$ cat src/sv/bvrs_ram.sv
// Generic single-write, single-read RAM with registered read data.
// No dependencies.
module bvrs_ram #(
  parameter int WIDTH = 8,
  parameter int DEPTH = 256
) (
  input  logic                     clk,
  input  logic                     we,
  input  logic [$clog2(DEPTH)-1:0] waddr,
  input  logic [WIDTH-1:0]         wdata,
  input  logic [$clog2(DEPTH)-1:0] raddr,
  output logic [WIDTH-1:0]         rdata
);

  logic [WIDTH-1:0] mem [DEPTH];

  always_ff @(posedge clk) begin
    if (we) begin
      mem[waddr] <= wdata;
    end
    rdata <= mem[raddr];
  end

endmodule

$ cat config.mk
export PLATFORM = sky130hd
export DESIGN_NAME = bvrs_ram
export DESIGN_NICKNAME = d
export VERILOG_FILES = /design/src/sv/bvrs_ram.sv
export SDC_FILE = /design/constraint.sdc
export NUM_CORES = 2
export LEC_CHECK = 0
export CAP_MARGIN = 0
export CORE_MARGIN = 2
export CORE_UTILIZATION = 55
export CTS_BUF_LIST = sky130_fd_sc_hd__clkbuf_4
export CTS_CLUSTER_SIZE = 20
export DETAILED_ROUTE_END_ITERATION = 10
export DONT_BUFFER_PORTS = 1
export GPL_TIMING_DRIVEN = 0
export PLACE_DENSITY = 0.7
export SLEW_MARGIN = 30
export SYNTH_ARGS = -nofsm -noshare
export SYNTH_HDL_FRONTEND = slang
export SYNTH_SLANG_ARGS = --single-unit
$ cat constraint.sdc
create_clock -name clk -period 3.48 [get_ports clk]
set_input_delay 0.174 -clock clk [delete_from_list [all_inputs] [get_ports clk]]
set_output_delay 0.174 -clock clk [all_outputs]
set_load 0.005 [all_outputs]
==> flow_summary_export.csv <==
group,metric,value,unit
cells_and_area,drive_gt1_share,32.18,%
synth,yosys_warnings,0,
clock_tree,cts_max_level,6,
floorplan,dieArea,0.1477,mm²
cells_and_area,syn_to_final_growth,12.97,%
drt,ant_nets,0,
job,maxCapViolCount,0,
floorplan,num_rows,139,
drt,drt-total-wl,235100,µm
cells_and_area,area.sequential,0.06166,mm²
worst_setup_path,worst-r2r-cell-count,6,
drt,num_vias,44196,
cells_and_area,mostFrequentLayoutCells,"edfxtp_1, clkbuf_4, mux4_2",
sta,rsz0062_at_grt,"no",
pwr,powerDensity,565.1,mW/mm²
worst_setup_path,critPathArrivalTime,4400,ps
status,status,"finished, violations left",
synth,synthCells,3733,
global_route,first_global_vias,43595,
synth,syn_area,0.07956,mm²
synth,ys.flop_type,"edfxtp_1",
synth,synth_seq_cells,2056,
global_route,track_usage,32.10,%
worst_setup_path,r2r-start,"mem[24][3]",
clock_tree,clk_pin_slew,70,ps
pwr,p_leak,28.54,nW
floorplan,dieHeight,384.3,µm
synth,synth_nets,3759,
cells_and_area,multi_input_area,0.01662,mm²
drt,via_per_inst,6.710,
clock_tree,cts_tree,"done",
cells_and_area,stdcell_count,6587,
drt,drt_iter0_markers,7397,
place,io_buffers,0,
worst_setup_path,cp_max_fo,10,
floorplan,num_io_pins,34,
clock_tree,post_cts_buffers,0,
sta,worstMarginPinSlew,1140,ps
pwr,irDropWorstVdd,0.4645,mV
synth,synth_top_area_cell,"edfxtp_1",
sta,period_minus_slack,3471,ps
clock_tree,postCtsHoldBufs,28,
synth,netlist_top_cells_area,"edfxtp_1, mux4_2, mux2i_1",
place,place_inst,5660,
worst_setup_path,endpoint_kind,"flip-flop",
sta,tns,0,ps
status,failed_checks,"design-rule violations",
clock_tree,numCtsBuffers,537,
clock_tree,clock_path_buffers,4,
floorplan,die_w,384.3,µm
clock_tree,cts-root-buf,"clkbuf_4",
sta,drv_slew,0,
clock_tree,clk_latency,1370,ps
worst_setup_path,r2r_end,"rdata[3]",
worst_hold_path,min_path_type,"in2reg",
synth,ys_async_sr_fraction,0,%
global_route,antenna_found_initial,21,
drt,drc_errors,3,
sta,finClkSkew,117.3,ps
clock_tree,cts_resized,0,
worst_hold_path,min_delay_path_depth,5,
place,place_congestion,1.022,
drt,first_pass_iters,11,
worst_hold_path,min_to,"rdata[5]",
synth,synth_top_area_share,77.30,%
cells_and_area,nets,4366,
worst_setup_path,critPathKind,"in2reg",
worst_setup_path,cp.required,4400,ps
sta,fin_crit_sh,99.74,%
sta,setup_viol,0,
sta,slew_headroom,23.98,%
clock_tree,cts.sinks,2056,
synth,synth.distinct_cells,55,
place,place_hpwl,151200,µm
global_route,grt_start_max_net_pins,257,
synth,synth_edf_count,2048,
drt,drt-wirelength-per-cell,35.69,µm
worst_setup_path,r2r_slack,450,ps
sta,hold_viol_final,0,
cells_and_area,fillers,10062,
synth,synth-seq-area-share,77.50,%
floorplan,core,0.1437,mm²
global_route,grt_pass1_wl,323500,µm
worst_hold_path,hold_start,"raddr[7]",
sta,fmax,0.2881,GHz
global_route,globalRoute.totalOverflow,0,
cells_and_area,layout_commonest_cell,"edfxtp_1",
synth,syn_avg_cell_area,21.31,µm²
floorplan,initial_core_util,55.38,%
worst_setup_path,worstSetupStartpointType,"primary input",
-- stage by stage --
stage	setup slack (ps)	power [mW]	utilization [%]	hold WS (ps)	cell area (µm²)
2_1_floorplan	1368	29.17	-	272.9	79560
3_3_place_gp	-1619	30.14	57.04	312.7	81940
3_5_place_dp	-833.2	30.21	57.51	308.8	82620
4_1_cts	570.5	50.71	62.31	1.829	89510
5_1_grt	338.8	52.15	62.55	36.69	89850
6_report	8.997	50.79	62.56	161.5	89880
-- critical path, cell delays in order --
cell	delay, ps
dlygate4sd3_1	530
clkbuf_1	370
nor2_1	860
nand4_1	900
clkbuf_2	550
buf_16	270
nor2_1	720
-- cells in the mapped netlist (16+ instances only) --
library cell and n:
mux2i_1 134, o22ai_1 28, nand3_1 34, buf_6 21, buf_4 27, a22oi_1 133
nor2b_1 31, nor3_1 22, nand2_1 33, a21oi_1 96, buf_1 22, clkbuf_1 111
a211oi_1 16, edfxtp_1 2048, buf_2 31, nor2_1 282, mux4_2 454, o221ai_1 46
nor4_1 24
-- power by group --
part / switching [mW] / leakage (nW) / internal [mW]
Combinational: 2.03 / 6.18 / 0.921
Clock: 9.59 / 3.89 / 10.9
Sequential: 0.0233 / 18.5 / 27.3
-- state kept, by name (all words and copies together) (netlist names) --
name,cells
mem,2048
rdata,8
-- metal layers --
layer	GRT usage [%]	wire, µm	vias to the layer above
met2	46.82	104900	3618
met1	42.40	82790	22627
met5	0	144	-
met4	16.22	12520	20
met3	12.54	34760	677
li1	-	-	17254
-- final cells by class --
type / instances / share of cell area [%]
Sequential cell: 2056 / 68.60
Multi-Input combinational cell: 1442 / 18.49
Clock buffer: 767 / 6.407
Tap cell: 1903 / 2.649
Buffer: 233 / 1.672
Timing Repair Buffer: 68 / 1.339
Clock inverter: 100 / 0.7879
Antenna cell: 16 / 0.04455
Inverter: 2 / 0.008353
-- kinds of logic (layout without fill, tap and decap cells) --
logic type | count (synthesis) | in the layout | synth area share, %
buffers and inverters | 235 | 1170 | 1.831
and+or+nand+nor | 466 | 466 | 2.628
muxes | 591 | 591 | 14.62
AOI/OAI and AO/OA | 385 | 385 | 3.419
DFF | 2056 | 2056 | 77.50
other | 0 | 16 | 0
-- worst max path at each step --
stage | from | end | slack, ps | cells past startpoint
finish | waddr[2] | mem[99][6] | 9 | 7
global route | waddr[3] | mem[131][7] | 340 | 7
CTS | raddr[3] | rdata[3] | 570 | 7
detailed placement | raddr[3] | rdata[3] | -830 | 7
global placement | raddr[1] | rdata[4] | -1620 | 9
floorplan | raddr[0] | rdata[2] | 1370 | 9
Power figures use the tool's default switching activity.
