--- src/sv/bvrs_pkg.sv ---
// Shared constants, command and port codes, and the queue word type for the
// bit-plane video block. No dependencies; every other file except bvrs_rsp_if and bvrs_ram imports it.
package bvrs_pkg;

  localparam int PLANE_BYTES   = 65536;
  localparam int SCREEN_WIDTH  = 640;
  localparam int TEXT_ROWS     = 25;
  localparam int INDIRECT_REGS = 18;

  localparam int COLS_PER_LINE = SCREEN_WIDTH / 8;
  localparam int TOTAL_LINES   = TEXT_ROWS * 16;
  localparam int SHOWN_LINES   = TEXT_ROWS * 9;

  localparam int PADDR_W   = $clog2(PLANE_BYTES);
  localparam int COL_W     = (COLS_PER_LINE > 1) ? $clog2(COLS_PER_LINE) : 1;
  localparam int LINE_W    = $clog2(TOTAL_LINES);
  localparam int SHOWN_W   = $clog2(SHOWN_LINES);
  localparam int IND_IDX_W = (INDIRECT_REGS > 1) ? $clog2(INDIRECT_REGS) : 1;
  localparam int PTR_W     = 5;
  localparam int LINE_SHIFT = 7;

  localparam int QUEUE_DEPTH = 4;
  localparam int QPTR_W      = $clog2(QUEUE_DEPTH);
  localparam int QCNT_W      = $clog2(QUEUE_DEPTH + 1);

  localparam logic [1:0] CMD_PORT_RD  = 2'd0;
  localparam logic [1:0] CMD_PORT_WR  = 2'd1;
  localparam logic [1:0] CMD_PLANE_WR = 2'd2;
  localparam logic [1:0] CMD_RENDER   = 2'd3;

  localparam logic [7:0] PORT_CTRL     = 8'hd8;
  localparam logic [7:0] PORT_CTRL_A   = 8'hd9;
  localparam logic [7:0] PORT_ADDR_LAT = 8'hda;
  localparam logic [7:0] PORT_CTRL_B   = 8'hdb;
  localparam logic [7:0] PORT_IND_PTR  = 8'hdc;
  localparam logic [7:0] PORT_IND_DATA = 8'hdd;

  localparam logic [1:0] PLANE_BLUE  = 2'd0;
  localparam logic [1:0] PLANE_RED   = 2'd1;
  localparam logic [1:0] PLANE_GREEN = 2'd2;

  // One queued word: either a port read result or eight pixels' worth of
  // already masked colour bytes with their screen position.
  typedef struct packed {
    logic               is_pixel;
    logic [7:0]         read_data;
    logic [7:0]         red;
    logic [7:0]         green;
    logic [7:0]         blue;
    logic [COL_W-1:0]   col;
    logic [7:0]         line;
    logic               last;
  } qent_t;

  // Write port shared by the three plane memories.
  typedef struct packed {
    logic [2:0]         we;
    logic [PADDR_W-1:0] addr;
    logic [7:0]         data;
  } plane_wr_t;

endpackage

--- src/sv/bvrs_queue.sv ---
// Short FIFO of queue words between the front end and the pixel back end.
// Depends on bvrs_pkg.
module bvrs_queue (
  input  logic                        clk,
  input  logic                        rst,
  input  logic                        push,
  input  bvrs_pkg::qent_t             push_data,
  input  logic                        pop,
  output logic [bvrs_pkg::QCNT_W-1:0] count,
  output bvrs_pkg::qent_t             head
);
  import bvrs_pkg::*;

  qent_t             ent [QUEUE_DEPTH];
  logic [QPTR_W-1:0] wr_ptr;
  logic [QPTR_W-1:0] rd_ptr;

  assign head = ent[rd_ptr];

  always_ff @(posedge clk) begin
    if (push) begin
      ent[wr_ptr] <= push_data;
    end
  end

  always_ff @(posedge clk) begin
    if (rst) begin
      wr_ptr <= '0;
      rd_ptr <= '0;
      count  <= '0;
    end else begin
      if (push) begin
        wr_ptr <= wr_ptr + 1'b1;
      end
      if (pop) begin
        rd_ptr <= rd_ptr + 1'b1;
      end
      count <= count + QCNT_W'(push) - QCNT_W'(pop);
    end
  end

  a_no_overflow: assert property (@(posedge clk) disable iff (rst)
    push |-> (32'(count) < QUEUE_DEPTH))
    else $error("queue written while full");

  a_no_underflow: assert property (@(posedge clk) disable iff (rst)
    pop |-> (count != '0))
    else $error("queue read while empty");

endmodule

--- config.mk ---
export PLATFORM = sky130hd
export DESIGN_NAME = bvrs_queue
export DESIGN_NICKNAME = d
export VERILOG_FILES = /design/src/sv/bvrs_pkg.sv /design/src/sv/bvrs_queue.sv
export SDC_FILE = /design/constraint.sdc
export NUM_CORES = 1
export LEC_CHECK = 0
export BUFFER_PORTS_ARGS = -buffer_cell sky130_fd_sc_hd__buf_2
export CORE_ASPECT_RATIO = 1.5
export CORE_MARGIN = 8
export CORE_UTILIZATION = 57
export DETAILED_ROUTE_END_ITERATION = 10
export PLACE_DENSITY = 0.79
export SLEW_MARGIN = 20
export SYNTH_ARGS = -nofsm -noshare
export SYNTH_HDL_FRONTEND = slang
export SYNTH_SLANG_ARGS = --single-unit
--- constraint.sdc ---
create_clock -name clk -period 2.7 [get_ports clk]
set_input_delay 0.135 -clock clk [delete_from_list [all_inputs] [get_ports clk]]
set_output_delay 0.135 -clock clk [all_outputs]
set_load 0.01 [all_outputs]
==> impl_metrics.ini <==
[outcome]
status = completed

[yosys]
synthesis.nets = 356
synth_mux_area_share_pct = 14.9
ys_warn_count = 0
synth-xor-area-share_pct = 0.549
syn_inst = 296
synth_compound_area_share_pct = 0.200
postSynthAreaPerCell_um2 = 25.4
ys_seq_area_share_pct = 80.7
synth.ff_latch_count = 205
synth_area_mm2 = 0.00752
yosys.area_share.simple_pct = 0.849
yosys.area_share.adder_pct = 1.26
synth_top_family_by_area = multiplexers
synth.distinct_cells = 21

[floorplanning]
die_h_um = 157
ios = 105
num_rows = 51
start_util_pct = 58.1
dieArea_mm2 = 0.0172
fp.coreArea_mm2 = 0.0130
die_w_um = 110

[grt]
overflow = 0
grt_pass1_vias = 3960
grt_pass1_wl_mm = 21.5
grt_max_degree = 50
antenna_found_initial = 0
track_usage_pct = 16.6

[cells_and_area]
multiInputGateArea_mm2 = 0.00134
finalNonFillerCells = 638
final_nets = 528
antennaDiodeCount = 0
syn_to_final_growth_pct = 23.8
drive_above_1_share_pct = 39.7
fin_util_pct = 71.9
nFillCells = 758
final-seq-area_mm2 = 0.00607

[timing]
timing.slew.headroom_pct = 50.8
finalClockSkew_ns = 0.00866
worst_slew_pin_slew_ns = 0.739
setup_viol = 0
clock.fmax_mhz = 451
timing.final.ws_setup_ns = 0.480
fin_crit_ns = 2.22
drv_slew = 0
rsz0062_at_grt = no
fin_crit_sh_pct = 82.2
hold_viol_final = 0
tns_ns = 0

[cts]
clkSinkCount = 205
cts_tree = done
cts_resized = 0
clk_latency_ns = 0.47
numCtsBuffers = 19
cts-root-buf = clkbuf_16
htree_levels = 1
clockBufferDepth = 3
clk_pin_slew_worst_paths_ns = 0.05

[placement]
routabilityCongestion = 0.701
place_ws_ns = 0.868
dp_cells = 556
place_hpwl_mm = 8.60
port_buffers = 104

[setup_path]
crit_fanout = 23
cp.arrival_ns = 2.08
reg2reg_slack_ns = 0.90
worstPathRequired_ns = 2.57
path_class = reg2out
critPathCaptureType = primary output
start_kind = register

[route]
via_per_inst = 5.59
ant_nets = 0
drcViolationCount = 0
first_iter_violations = 212
drt_first_pass_iters = 4
drt-wirelength-per-cell_um = 21.8
vias = 3565
wl_mm = 13.9

[flow_run]
max_cap_violations = 0

[pwr]
swShare_pct = 21.2
pwr-share-seq_pct = 54.3
internal_power_mw = 5.41
p_clk_share_pct = 35.1
power.total_mw = 6.87
power_frac_comb_pct = 10.6
leakagePower_nw = 3.23
netSwitchingPower_mw = 1.45
ir_worst_vdd_mv = 0.544
powerDensity_mw_per_mm2 = 738

[worst_hold_path]
hold_path.class = in2reg
per-layer routing:
| layer | global-route usage [%] | wire, um |
|---|---|---|
| met1 | 19.3 | 5140 |
| met5 | 0 | 0 |
| met2 | 29.7 | 7710 |
| met4 | 5.81 | 299 |
| met3 | 3.05 | 752 |
layout make-up:
type                            instances  share of cell area (%)
Clock buffer                           21                    5.19
Clock inverter                         11                   0.820
Timing Repair Buffer                  162                    12.0
Multi-Input combinational cell         74                    14.4
Tap cell                              159                    2.14
Inverter                                6                   0.242
Sequential cell                       205                    65.2
stage by stage:
stage	hold WS [ns]	cell area (um2)
after floorplan	0.207	7520
after global placement	0.344	8250
after detailed placement	0.353	8250
after CTS	0.00353	9310
after global routing	0.0258	9310
final	0.0186	9310
what timing repair did:
item | CTS | global route
endpoints found under the hold margin | 205 | 0
hold buffers | 50 | 0
endpoints found under the setup margin | 0 | 0
buffers inserted | 0 | 0
cell usage after synthesis:
cell type	n	area [um2]
edfxtp_1	196	5890
mux4_2	47	1060
dfxtp_1	9	180
ha_1	6	75.1
inv_1	6	22.5
nor2_1	5	18.8
and2_1	4	25.0
buf_1	3	11.3
buf_4	3	22.5
buf_12	2	40.0
buf_2	2	10.0
mux4_1	2	52.6
nor2b_1	2	12.5
xnor2_1	2	17.5
a21bo_2	1	10.0
a21oi_1	1	5.00
buf_6	1	11.3
fa_1	1	20.0
mux2i_1	1	10.0
nand3b_1	1	7.51
xor3_1	1	23.8
path summary, 6_finish.rpt:
kind	startpoint	end	cells after the start
worst max register to register	wr_ptr[0]$_SDFFE_PP0P_	ent[1][15]$_DFFE_PP_	3
worst min-delay path	pop	register	3
worst max-delay path	register	head[36]	3
worst min register to register	rd_ptr[0]$_SDFFE_PP0P_	register	2
cells in the final DEF (no fill, tap or decap), types with 2 or more instances in the layout:
cell           Yosys  layout
buf_2              2     104
xnor2_1            2       2
mux4_1             2       2
inv_1              6       6
clkbuf_1           0       2
edfxtp_1         196     196
clkinv_2           0       3
clkbuf_16          0      19
buf_4              3       5
ha_1               6       6
dfxtp_1            9       7
buf_12             2       3
and2_2             0       4
nor2_1             5       5
nor2b_1            2       2
dlygate4sd3_1      0      50
mux4_2            47      47
clkinv_1           0       6
power by group through the flow:
| stage | Clock (mW) | Combinational (mW) | Sequential, mW |
|---|---|---|---|
| floorplan | 0 | 0.426 | 3.76 |
| global placement | 0 | 0.668 | 3.78 |
| detailed placement | 0 | 0.685 | 3.80 |
| CTS | 2.46 | 0.745 | 3.73 |
| global route | 2.57 | 0.789 | 3.74 |
| finish | 2.41 | 0.727 | 3.73 |
flip-flops by register name, summed over array words and instances, names as in the netlist, named ones only:
| signal | cells |
|---|---|
| rd_ptr | 2 |
| wr_ptr | 2 |
| ent | 196 |
| count | 3 |
kinds of logic after synthesis:
kind of cell / after synthesis
buf+inv: 17
compound gates: 2
simple gates: 12
xor+xnor: 3
mux: 50
flops: 205
fa+ha+maj: 7
worst max-delay path, cell delays in order, from the launching register on:
cell and delay (ns):
dfxtp_4 0.66, buf_12 0.25, mux4_2 0.53, buf_2 0.16
Power figures use the tool's default switching activity.
