===== src/sv/bvrs_pkg.sv =====
// Shared constants, command and port codes, and the queue word type for the
// bit-plane video block. No dependencies; every other file except bvrs_rsp_if and bvrs_ram imports it.
package bvrs_pkg;

  localparam int PLANE_BYTES   = 65536;
  localparam int SCREEN_WIDTH  = 640;
  localparam int TEXT_ROWS     = 25;
  localparam int INDIRECT_REGS = 18;

  localparam int COLS_PER_LINE = SCREEN_WIDTH / 8;
  localparam int TOTAL_LINES   = TEXT_ROWS * 16;
  localparam int SHOWN_LINES   = TEXT_ROWS * 9;

  localparam int PADDR_W   = $clog2(PLANE_BYTES);
  localparam int COL_W     = (COLS_PER_LINE > 1) ? $clog2(COLS_PER_LINE) : 1;
  localparam int LINE_W    = $clog2(TOTAL_LINES);
  localparam int SHOWN_W   = $clog2(SHOWN_LINES);
  localparam int IND_IDX_W = (INDIRECT_REGS > 1) ? $clog2(INDIRECT_REGS) : 1;
  localparam int PTR_W     = 5;
  localparam int LINE_SHIFT = 7;

  localparam int QUEUE_DEPTH = 4;
  localparam int QPTR_W      = $clog2(QUEUE_DEPTH);
  localparam int QCNT_W      = $clog2(QUEUE_DEPTH + 1);

  localparam logic [1:0] CMD_PORT_RD  = 2'd0;
  localparam logic [1:0] CMD_PORT_WR  = 2'd1;
  localparam logic [1:0] CMD_PLANE_WR = 2'd2;
  localparam logic [1:0] CMD_RENDER   = 2'd3;

  localparam logic [7:0] PORT_CTRL     = 8'hd8;
  localparam logic [7:0] PORT_CTRL_A   = 8'hd9;
  localparam logic [7:0] PORT_ADDR_LAT = 8'hda;
  localparam logic [7:0] PORT_CTRL_B   = 8'hdb;
  localparam logic [7:0] PORT_IND_PTR  = 8'hdc;
  localparam logic [7:0] PORT_IND_DATA = 8'hdd;

  localparam logic [1:0] PLANE_BLUE  = 2'd0;
  localparam logic [1:0] PLANE_RED   = 2'd1;
  localparam logic [1:0] PLANE_GREEN = 2'd2;

  // One queued word: either a port read result or eight pixels' worth of
  // already masked colour bytes with their screen position.
  typedef struct packed {
    logic               is_pixel;
    logic [7:0]         read_data;
    logic [7:0]         red;
    logic [7:0]         green;
    logic [7:0]         blue;
    logic [COL_W-1:0]   col;
    logic [7:0]         line;
    logic               last;
  } qent_t;

  // Write port shared by the three plane memories.
  typedef struct packed {
    logic [2:0]         we;
    logic [PADDR_W-1:0] addr;
    logic [7:0]         data;
  } plane_wr_t;

endpackage


===== src/sv/bvrs_req_if.sv =====
// Request channel of the bit-plane video block: valid/ready plus one input word.
// Depends on bvrs_pkg for field widths.
interface bvrs_req_if;
  import bvrs_pkg::*;
  logic               valid;
  logic               ready;
  logic [1:0]         cmd;
  logic [7:0]         port_addr;
  logic [7:0]         write_data;
  logic [1:0]         plane_sel;
  logic [PADDR_W-1:0] plane_addr;

  modport source (output valid, cmd, port_addr, write_data, plane_sel, plane_addr,
                  input ready);
  modport sink   (input valid, cmd, port_addr, write_data, plane_sel, plane_addr,
                  output ready);
endinterface


===== src/sv/bvrs_front.sv =====
// Front end: accepts request words, owns the port registers and the scan
// position, drives the plane memories and pushes read/render words to the queue.
// Depends on bvrs_pkg and bvrs_req_if.
module bvrs_front (
  input  logic                        clk,
  input  logic                        rst,
  bvrs_req_if.sink                    req,
  input  logic [bvrs_pkg::QCNT_W-1:0] q_count,
  output logic                        push,
  output bvrs_pkg::qent_t             push_data,
  output bvrs_pkg::plane_wr_t         plane_wr,
  output logic [bvrs_pkg::PADDR_W-1:0] plane_raddr,
  input  logic [7:0]                  blue_rd,
  input  logic [7:0]                  red_rd,
  input  logic [7:0]                  green_rd
);
  import bvrs_pkg::*;

  logic accept;

  // Port registers.
  logic [7:0]       control_byte;
  logic [2:0]       colour_enables;
  logic             flash_on;
  logic [3:0]       copy_mem_flags;
  logic [7:0]       control_a;
  logic [7:0]       addr_latch;
  logic [7:0]       control_b;
  logic [PTR_W-1:0] ind_ptr;
  logic [7:0]       ind_file [INDIRECT_REGS];
  logic             ind_ok;
  logic [7:0]       port_rdata;

  // Scan position.
  logic [LINE_W-1:0]  scan_line;
  logic [COL_W-1:0]   column;
  logic [SHOWN_W-1:0] shown_line;
  logic [LINE_W-1:0]  scan_line_next;
  logic [COL_W-1:0]   column_next;
  logic [SHOWN_W-1:0] shown_line_next;
  logic [LINE_W:0]    scan_inc;
  logic               line_end;
  logic               frame_last;

  // Stage holding a word while the plane read completes.
  logic               s1_valid;
  logic               s1_pix;
  logic [7:0]         s1_rdata;
  logic [2:0]         s1_en;
  logic               s1_flash;
  logic [COL_W-1:0]   s1_col;
  logic [7:0]         s1_line;
  logic               s1_last;

  // Room is reserved for the staged word as well as the new one.
  assign req.ready = (32'(q_count) + 32'(s1_valid)) < QUEUE_DEPTH;
  assign accept    = req.valid && req.ready;

  assign ind_ok = 32'(ind_ptr) < INDIRECT_REGS;

  always_comb begin
    case (req.port_addr)
      PORT_CTRL:     port_rdata = control_byte;
      PORT_CTRL_A:   port_rdata = control_a;
      PORT_ADDR_LAT: port_rdata = addr_latch;
      PORT_CTRL_B:   port_rdata = control_b;
      PORT_IND_PTR:  port_rdata = 8'(ind_ptr);
      PORT_IND_DATA: port_rdata = ind_ok ? ind_file[ind_ptr[IND_IDX_W-1:0]] : 8'd0;
      default:       port_rdata = 8'd0;
    endcase
  end

  always_ff @(posedge clk) begin
    if (rst) begin
      control_byte   <= 8'd0;
      colour_enables <= 3'b111;
      flash_on       <= 1'b0;
      copy_mem_flags <= 4'd0;
      control_a      <= 8'd0;
      addr_latch     <= 8'd0;
      control_b      <= 8'd0;
      ind_ptr        <= '0;
      for (int i = 0; i < INDIRECT_REGS; i++) begin
        ind_file[i] <= 8'd0;
      end
    end else if (accept && req.cmd == CMD_PORT_WR) begin
      case (req.port_addr)
        PORT_CTRL: begin
          control_byte   <= req.write_data;
          colour_enables <= ~req.write_data[2:0];
          flash_on       <= ~req.write_data[3];
          copy_mem_flags <= ~req.write_data[7:4];
        end
        PORT_CTRL_A:   control_a  <= req.write_data;
        PORT_ADDR_LAT: addr_latch <= req.write_data;
        PORT_CTRL_B:   control_b  <= req.write_data;
        PORT_IND_PTR: begin
          if (32'(req.write_data) < INDIRECT_REGS) begin
            ind_ptr <= PTR_W'(req.write_data);
          end
        end
        PORT_IND_DATA: begin
          if (ind_ok) begin
            ind_file[ind_ptr[IND_IDX_W-1:0]] <= req.write_data;
          end
        end
        default: ;
      endcase
    end
  end

  // Plane writes go straight to memory; the copy flags and the address latch
  // are only stored, and the latch contributes nothing to the scan address.
  always_comb begin
    plane_wr.we   = 3'b000;
    plane_wr.addr = req.plane_addr;
    plane_wr.data = req.write_data;
    if (accept && req.cmd == CMD_PLANE_WR) begin
      case (req.plane_sel)
        PLANE_BLUE:  plane_wr.we = 3'b001;
        PLANE_RED:   plane_wr.we = 3'b010;
        PLANE_GREEN: plane_wr.we = 3'b100;
        default:     plane_wr.we = 3'b000;
      endcase
    end
  end

  assign plane_raddr = PADDR_W'((32'(scan_line) << LINE_SHIFT) + 32'(column));

  assign line_end   = 32'(column) + 1 >= COLS_PER_LINE;
  assign frame_last = line_end && (32'(shown_line) + 1 >= SHOWN_LINES);

  // Lines whose low nibble reaches 9 are blanked, so the count skips ahead
  // to the next multiple of sixteen.
  always_comb begin
    scan_inc = {1'b0, scan_line} + 1'b1;
    if (scan_inc[3:0] >= 4'd9) begin
      scan_inc = {scan_inc[LINE_W:4] + 1'b1, 4'b0000};
    end
    column_next     = column + 1'b1;
    scan_line_next  = scan_line;
    shown_line_next = shown_line;
    if (line_end) begin
      column_next = '0;
      if (32'(scan_inc) >= TOTAL_LINES) begin
        scan_line_next  = '0;
        shown_line_next = '0;
      end else begin
        scan_line_next  = scan_inc[LINE_W-1:0];
        shown_line_next = shown_line + 1'b1;
      end
    end
  end

  always_ff @(posedge clk) begin
    if (rst) begin
      scan_line  <= '0;
      column     <= '0;
      shown_line <= '0;
    end else if (accept && req.cmd == CMD_RENDER) begin
      scan_line  <= scan_line_next;
      column     <= column_next;
      shown_line <= shown_line_next;
    end
  end

  always_ff @(posedge clk) begin
    if (rst) begin
      s1_valid <= 1'b0;
    end else begin
      s1_valid <= accept && (req.cmd == CMD_PORT_RD || req.cmd == CMD_RENDER);
    end
  end

  always_ff @(posedge clk) begin
    s1_pix   <= req.cmd == CMD_RENDER;
    s1_rdata <= port_rdata;
    s1_en    <= colour_enables;
    s1_flash <= flash_on;
    s1_col   <= column;
    s1_line  <= 8'(shown_line);
    s1_last  <= frame_last;
  end

  assign push = s1_valid;

  always_comb begin
    push_data.is_pixel  = s1_pix;
    push_data.read_data = s1_pix ? 8'd0 : s1_rdata;
    push_data.red       = s1_flash ? 8'hff : (s1_en[0] ? red_rd : 8'd0);
    push_data.green     = s1_flash ? 8'hff : (s1_en[1] ? green_rd : 8'd0);
    push_data.blue      = s1_flash ? 8'hff : (s1_en[2] ? blue_rd : 8'd0);
    push_data.col       = s1_col;
    push_data.line      = s1_line;
    push_data.last      = s1_last;
  end

  // The blanked part of each sixteen-line group is never a scan position.
  a_scan_shown: assert property (@(posedge clk) disable iff (rst)
    scan_line[3:0] < 4'd9)
    else $error("scan line sits in a blanked row");

  // The indirect pointer is only ever loaded with an in-range index.
  a_ptr_range: assert property (@(posedge clk) disable iff (rst) ind_ok)
    else $error("indirect pointer out of range");

endmodule


===== src/flat_wrapper.sv =====
// flat-port wrapper written by rule: the top's interface ports become plain ports
module bvrs_front_flat import bvrs_pkg::*;
  (clk, rst, q_count, push, push_data, plane_wr, plane_raddr, blue_rd, red_rd, green_rd, req_valid, req_cmd, req_port_addr, req_write_data, req_plane_sel, req_plane_addr, req_ready);
  bvrs_req_if req_i ();
  input  logic clk;
  input  logic rst;
  input  logic [bvrs_pkg::QCNT_W-1:0] q_count;
  output logic push;
  output bvrs_pkg::qent_t push_data;
  output bvrs_pkg::plane_wr_t plane_wr;
  output logic [bvrs_pkg::PADDR_W-1:0] plane_raddr;
  input  logic [7:0] blue_rd;
  input  logic [7:0] red_rd;
  input  logic [7:0] green_rd;
  input wire logic [$bits(req_i.valid)-1:0] req_valid;
  input wire logic [$bits(req_i.cmd)-1:0] req_cmd;
  input wire logic [$bits(req_i.port_addr)-1:0] req_port_addr;
  input wire logic [$bits(req_i.write_data)-1:0] req_write_data;
  input wire logic [$bits(req_i.plane_sel)-1:0] req_plane_sel;
  input wire logic [$bits(req_i.plane_addr)-1:0] req_plane_addr;
  output wire logic [$bits(req_i.ready)-1:0] req_ready;
  assign req_i.valid = req_valid;
  assign req_i.cmd = req_cmd;
  assign req_i.port_addr = req_port_addr;
  assign req_i.write_data = req_write_data;
  assign req_i.plane_sel = req_plane_sel;
  assign req_i.plane_addr = req_plane_addr;
  assign req_ready = req_i.ready;
  bvrs_front u_core (.clk(clk), .rst(rst), .req(req_i), .q_count(q_count), .push(push), .push_data(push_data), .plane_wr(plane_wr), .plane_raddr(plane_raddr), .blue_rd(blue_rd), .red_rd(red_rd), .green_rd(green_rd));
endmodule

===== config.mk =====
export PLATFORM = sky130hd
export DESIGN_NAME = bvrs_front_flat
export DESIGN_NICKNAME = d
export VERILOG_FILES = /design/src/sv/bvrs_pkg.sv /design/src/sv/bvrs_req_if.sv /design/src/sv/bvrs_front.sv /design/src/flat_wrapper.sv
export SDC_FILE = /design/constraint.sdc
export NUM_CORES = 1
export LEC_CHECK = 0
export ABC_AREA = 1
export BUFFER_PORTS_ARGS = -buffer_cell sky130_fd_sc_hd__buf_2
export CORE_MARGIN = 4
export CORE_UTILIZATION = 30
export CTS_CLUSTER_SIZE = 12
export DETAILED_ROUTE_END_ITERATION = 7
export PLACE_DENSITY_LB_ADDON = 0.15
export SYNTH_ARGS = -nofsm -noshare
export SYNTH_HDL_FRONTEND = slang
export SYNTH_SLANG_ARGS = --single-unit
export TNS_END_PERCENT = 20

===== constraint.sdc =====
create_clock -name clk -period 7.8 [get_ports clk]
set_input_delay 1.95 -clock clk [delete_from_list [all_inputs] [get_ports clk]]
set_output_delay 1.95 -clock clk [all_outputs]
set_load 0.05 [all_outputs]

==> results of run 1 <==
==> through the flow <==
| step | setup WS (ps) | area (sq um) |
|---|---|---|
| 2_1_floorplan | 2220 | 15700 |
| 3_3_place_gp | 2420 | 16800 |
| 3_5_place_dp | 2290 | 16800 |
| 4_1_cts | 2890 | 18100 |
| 5_1_grt | 2570 | 18100 |
| 6_report | 2910 | 18100 |
==> cell families after synthesis <==
kind of cell | count (synthesis) | share of synthesized area [%]
and+or+nand+nor | 617 | 16.3
DFF | 356 | 63.3
AOI/OAI and AO/OA | 351 | 12.9
adders and majority gates | 9 | 0.736
xor gates and xnor gates | 13 | 0.744
other | 1 | 0.0245
buffers and inverters | 211 | 5.97
==> cell type report <==
cell class	instances	share of cell area, %
clock buffer	54	6.38
clock inverter	21	0.693
inverter	105	2.20
multi-input combinational	1102	28.4
sequential	356	53.7
tap	672	4.66
timing repair buffer	139	4.02
==> cells in the final DEF (no fill, tap or decap), types with 10 or more instances in the layout <==
cell | synthesis | final
o21ai_0 | 221 | 221
clkbuf_16 | 0 | 43
nand3_1 | 28 | 28
edfxtp_1 | 256 | 256
clkinv_2 | 1 | 10
buf_4 | 27 | 12
o221ai_1 | 16 | 16
o211ai_1 | 20 | 20
conb_1 | 1 | 112
nor2_1 | 353 | 353
dfxtp_1 | 100 | 98
buf_2 | 16 | 127
nand2_1 | 196 | 196
o22ai_1 | 49 | 49
inv_1 | 95 | 93
clkinv_1 | 7 | 17
a21oi_1 | 29 | 29
xor2_1 | 10 | 10
==> routing by layer <==
metal  share of wire [%]  wire length [um]  vias up  global-route usage [%]
li1                    -                 -     5598                       -
met1                  44             18600     5461                    19.7
met2                  47             19500      279                    25.2
met3                 6.5              2710       58                    3.91
met4                 2.7              1150        0                    4.88
met5                   0                 0        -                       0
==> power by group <==
| part | total [uW] | switching [uW] | internal (uW) |
|---|---|---|---|
| Sequential | 2080 | 13.9 | 2070 |
| Clock | 1830 | 762 | 1070 |
| Combinational | 140 | 108 | 31.3 |
| Total | 4050 | 884 | 3170 |
==> state kept, by name, indices dropped and copies added (netlist names), 3 cells and up, named ones only <==
signal	flops
u_core.addr_latch	8
u_core.colour_enables	3
u_core.column	7
u_core.control_a	8
u_core.control_b	8
u_core.control_byte	8
u_core.ind_file	256
u_core.ind_ptr	5
u_core.s1_col	7
u_core.s1_en	3
u_core.s1_line	8
u_core.s1_rdata	8
u_core.scan_line	9
u_core.shown_line	8
==> worst max-delay path by stage <==
stage	to	slack (ps)	cells after the start
after CTS	plane_wr[26]	2890	8
final	plane_wr[26]	2910	8
after global placement	u_core.ind_file[11][5]	2420	7
after detailed placement	u_core.ind_file[11][5]	2290	7
after global routing	u_core.ind_file[11][5]	2570	9
after floorplan	plane_wr[24]	2220	6
==> worst max-delay path, stage by stage <==
cell and delay, ps:
buf_2 100, a31o_1 200, inv_2 60, nand2_2 50
inv_2 70, nand2_1 90, nor3_1 130, buf_2 280
==> metrics, run 1 <==
Fin Clk Skew 22.3 ps; DP Wirelength 26400 um; CTS root buffer clkbuf_16; first-pass GRT wire length 64400 um; Num CTS Buffers 42; Gate Count Post-Synth 1558; post-route minimum period 4890 ps; pwr dens 225 nW/um^2; Resize count post-CTS 0; crit end category output pin; Final Hold Vio Count 0; Post-synth EDFFs 256; fraction of registers with async set or reset after synthesis 0%; Warnings, synthesis 0; most area-consuming cells after synthesis edfxtp_1, dfxtp_1, nor2_1; Clock transition at path regs 60 ps; final period utilization 62.8%; antenna violations before repair 0; full die area 54700 sq um; fmax 204 MHz; WP data arrival 2940 ps; Critical Path Source q_count[0]; row cnt 82; DR DRC count 0; worst hold slack 355 ps; max-cap check violation count 0; Routed Wire Length 41900 um; Starting Density 30.5%; Clock Latency Late Sink 550 ps; CTS sink cnt 356; Routed WL per cell 17.1 um; Hold Path Depth 0; vias in the first global route 11200; via count 11400; Core Util, Final 35.9%; post-route non-filler standard cell count 2449; headroom to the max-slew limit 19.9%; CP max FO 3; Reg2Reg Capture Point u_core.s1_rdata[7]; #FFs+latches synth 356; Reg2Reg Depth 8; status complete, no violations; Worst setup SP type input pin; Final setup viols 0; Worst EP required 5850 ps; layout cell share with drive strength beyond 1 12.7%; area taken by flip-flops and latches 9690 sq um; Hold Path End u_core.s1_flash; R2R Setup Slk 3560 ps; vias per cell 4.65; Yosys top cell area share 50.2%; global route overflow 0; beginning of the worst hold path u_core.flash_on; Post-CTS Hold Buffers 0; most instantiated cells after synthesis nor2_1, edfxtp_1, o21ai_0; Chip Height 234 um; sequential area share after synthesis 63.3%; critical path class input pin to output pin; HP Class register to register; RSZ-0062 raised after global routing false; most common cell in the netlist nor2_1; Buffers on Ports 127; H-tree depth 2; overall routing resource usage 15.2%; Slew @ Worst Pin 1190 ps; multi-input logic area 5120 sq um; DR pass1 iterations 5; 1st-iter DRT viols 626; die width 234 um; Filler Cells Inserted 5260; IO Pins 160; post-CTS setup buffer count 0; Synth cell types 41; nets 1821; dpl cells 2374; Primary FF master, synth edfxtp_1; Clock Path Buffers 3; LEAKAGE 0.00713 uW; core area 50300 sq um; area leader, netlist edfxtp_1; Post-Syn Area per Cell 9.83 sq um; Area Growth Syn to Fin 17.9%; largest net degree at the start of global routing 68; Final Total Pwr 4050 uW; RePlAce Congestion 0.819; Post-DRT Antenna Nets 0; CTS tree built; Fin Setup TNS 0 ps; synthesized cell area 15300 sq um; Max Slew Vio Count 0; Worst VDD drop 0.120 mV; Ant. Diodes 0
(Power assumes the default switching activity.)
==> inputs of run 2 (changes only) <==
Clock period 7.8 ns to 4.5 ns, I/O delays scaled along.
==> run 2 against run 1 <==
Net effect:
- via count increased by 1.1%
- final area increased by 0.49%
- non-clock buffer count increased by 15
- sequential share of layout area decreased by 0.26 points
==> metrics, run 2 (synthesis gave the netlist of run 1 again) <==
status complete, no violations; Clock Latency Late Sink 550 ps (about the same); Comb power frac 3.4% (about the same); layout cell share with drive strength beyond 1 13.2% (+0.47 points); pwr dens 387 nW/um^2 (+72%); CP max-delay cell buf_2; vias in the first global route 11300 (+1.4%); Clk pwr share 45.1% (about the same); Buffers on Ports 127 (unchanged); via count 11500 (+1.1%); WP data arrival 2140 ps (-800 ps); CP max FO 3 (unchanged); LEAKAGE 0.00718 uW (+0.74%); Fin Clk Skew 19.0 ps (-3.34 ps); R2R Setup Slk 1470 ps (-2090 ps); Final Hold Vio Count 0 (unchanged); overall routing resource usage 15.5% (+0.22 points); Slew @ Worst Pin 1070 ps (-123 ps); Max Slew Vio Count 0 (unchanged); max-cap check violation count 0 (unchanged); RePlAce Congestion 0.823 (+0.44%); Ant. Diodes 0 (unchanged); worst r2r src u_core.ind_ptr[2]; first-pass GRT wire length 65400 um (+1.5%); DP Wirelength 27600 um (+4.3%); biggest registers after layout u_core.ind_file: 256 flops, u_core.scan_line: 9 flops; Starting Density 30.5% (unchanged); Num CTS Buffers 40 (-4.8%); H-tree depth 2 (unchanged); fmax 306 MHz; max FFs per register 256 (unchanged); dpl cell area 16900 sq um (+0.67%); Internal 5510 uW (+74%); CP endpoint plane_wr[24]; DR pass1 iterations 5 (unchanged); Post-CTS Hold Buffers 0 (unchanged); global route overflow 0 (unchanged); Reg2Reg Capture Point u_core.ind_file[7][5]; most frequent cells in the layout nor2_1, edfxtp_1, o21ai_0; largest net degree at the start of global routing 77 (+13%); Critical Path Source q_count[0]; critical path class input pin to output pin; Chip Height 234 um (unchanged); Final Cell Area 18100 sq um (+0.49%); CTS tree built; RSZ-0062 raised after global routing false; Routed Wire Length 42500 um (+1.3%); HP Class register to register; full die area 54700 sq um (unchanged); Worst setup SP type input pin; Worst EP required 3380 ps (-2470 ps); Resize count post-CTS 0 (unchanged); Final Total Pwr 7020 uW (+73%); final period utilization 72.6%; core area 50300 sq um (unchanged); Fin Setup TNS 0 ps (unchanged); CTS root buffer clkbuf_16; IO Pins 160 (unchanged); post-CTS setup buffer count 0 (unchanged); Worst VDD drop 0.253 mV (+110%); switching power 1510 uW (+71%); CTS sink cnt 356 (unchanged); DR DRC count 0 (unchanged); Area Growth Syn to Fin 18.5%; antenna violations before repair 0 (unchanged); nets 1834 (+0.71%); Clock Path Buffers 3 (unchanged); headroom to the max-slew limit 28.7% (+8.7 points); most common cell after layout, fill and taps aside nor2_1; Post-DRT Antenna Nets 0 (unchanged); Clock transition at path regs 50 ps (about the same); Sequential Power Share 51.4% (about the same); die width 234 um (unchanged); Reg2Reg Depth 7 (-1); Final setup viols 0 (unchanged); vias per cell 4.68 (+0.57%); switch share 21.5% (-0.27 points); 1st-iter DRT viols 859 (+37%); Routed WL per cell 17.3 um (+0.76%); crit end category output pin; worst path cell trace buf_2, a31o_1, inv_2, nand2_2, inv_2, nand2_1, nor3_1, buf_2; Core Util, Final 36.1% (+0.18 points); post-route minimum period 3270 ps; row cnt 82 (unchanged); Most flops, register u_core.ind_file; CP max stage delay 300 ps (+20 ps)
run 2: cell count changes in the layout (fill, tap and decap cells not counted):
cell and delta:
buf_4 +15, bufinv_16 +2, clkbuf_1 +7, clkbuf_16 -2
clkbuf_2 +1, clkbuf_4 -1, clkbuf_8 -2, clkinv_1 -4
clkinv_2 -3
run 2: cell type report:
class                      instances  area (sq um)
fill                            5228         32100
sequential                       356          9690
multi-input combinational       1102          5120
clock buffer                      57          1100
tap                              672           841
timing repair buffer             154           838
inverter                         105           397
clock inverter                    16           155
run 2: power by group through the flow:
stage / registers [uW] / logic (uW) / clock network [uW]
6_report: 3610 / 242 / 3170
5_1_grt: 3620 / 266 / 3400
4_1_cts: 3610 / 242 / 3270
3_5_place_dp: 3680 / 241 / 0
3_3_place_gp: 3680 / 240 / 0
2_1_floorplan: 3680 / 196 / 0
run 2: critical path: cells and delay by family:
| family | cells | cell delay, ps |
|---|---|---|
| buffers and inverters | 4 | 510 |
| AND/OR/NAND/NOR | 3 | 300 |
| AO/OA/AOI/OAI | 1 | 200 |
run 2: stage by stage:
stage                     setup slack (ps)  instances  hold WS, ps
after floorplan                        572       1669          326
after global placement                 787       2389          335
after detailed placement               748       2389          336
after CTS                             1220       2462          355
after global routing                  1060       2462          363
final                                 1230       2462          354
run 2: worst min path at each step:
| stage | from | cells after the start | slack [ps] | endpoint |
|---|---|---|---|---|
| floorplan | u_core.colour_enables[0] | 0 | 330 | u_core.s1_en[0] |
| global placement | u_core.colour_enables[1] | 0 | 330 | u_core.s1_en[1] |
| global route | u_core.colour_enables[0] | 0 | 360 | u_core.s1_en[0] |
| finish | u_core.shown_line[2] | 0 | 350 | u_core.s1_line[2] |
| detailed placement | u_core.colour_enables[0] | 0 | 340 | u_core.s1_en[0] |
| CTS | u_core.colour_enables[0] | 0 | 350 | u_core.s1_en[0] |
run 2: metal layers:
| metal | share of wire [%] | wire length, um | GRT usage [%] | up-vias |
|---|---|---|---|---|
| met1 | 45 | 19000 | 20.9 | 5454 |
| li1 | - | - | - | 5612 |
| met2 | 46 | 19600 | 25.2 | 391 |
| met3 | 6.8 | 2910 | 3.55 | 65 |
| met5 | 0 | 0 | 0 | - |
| met4 | 2.2 | 949 | 4.08 | 0 |
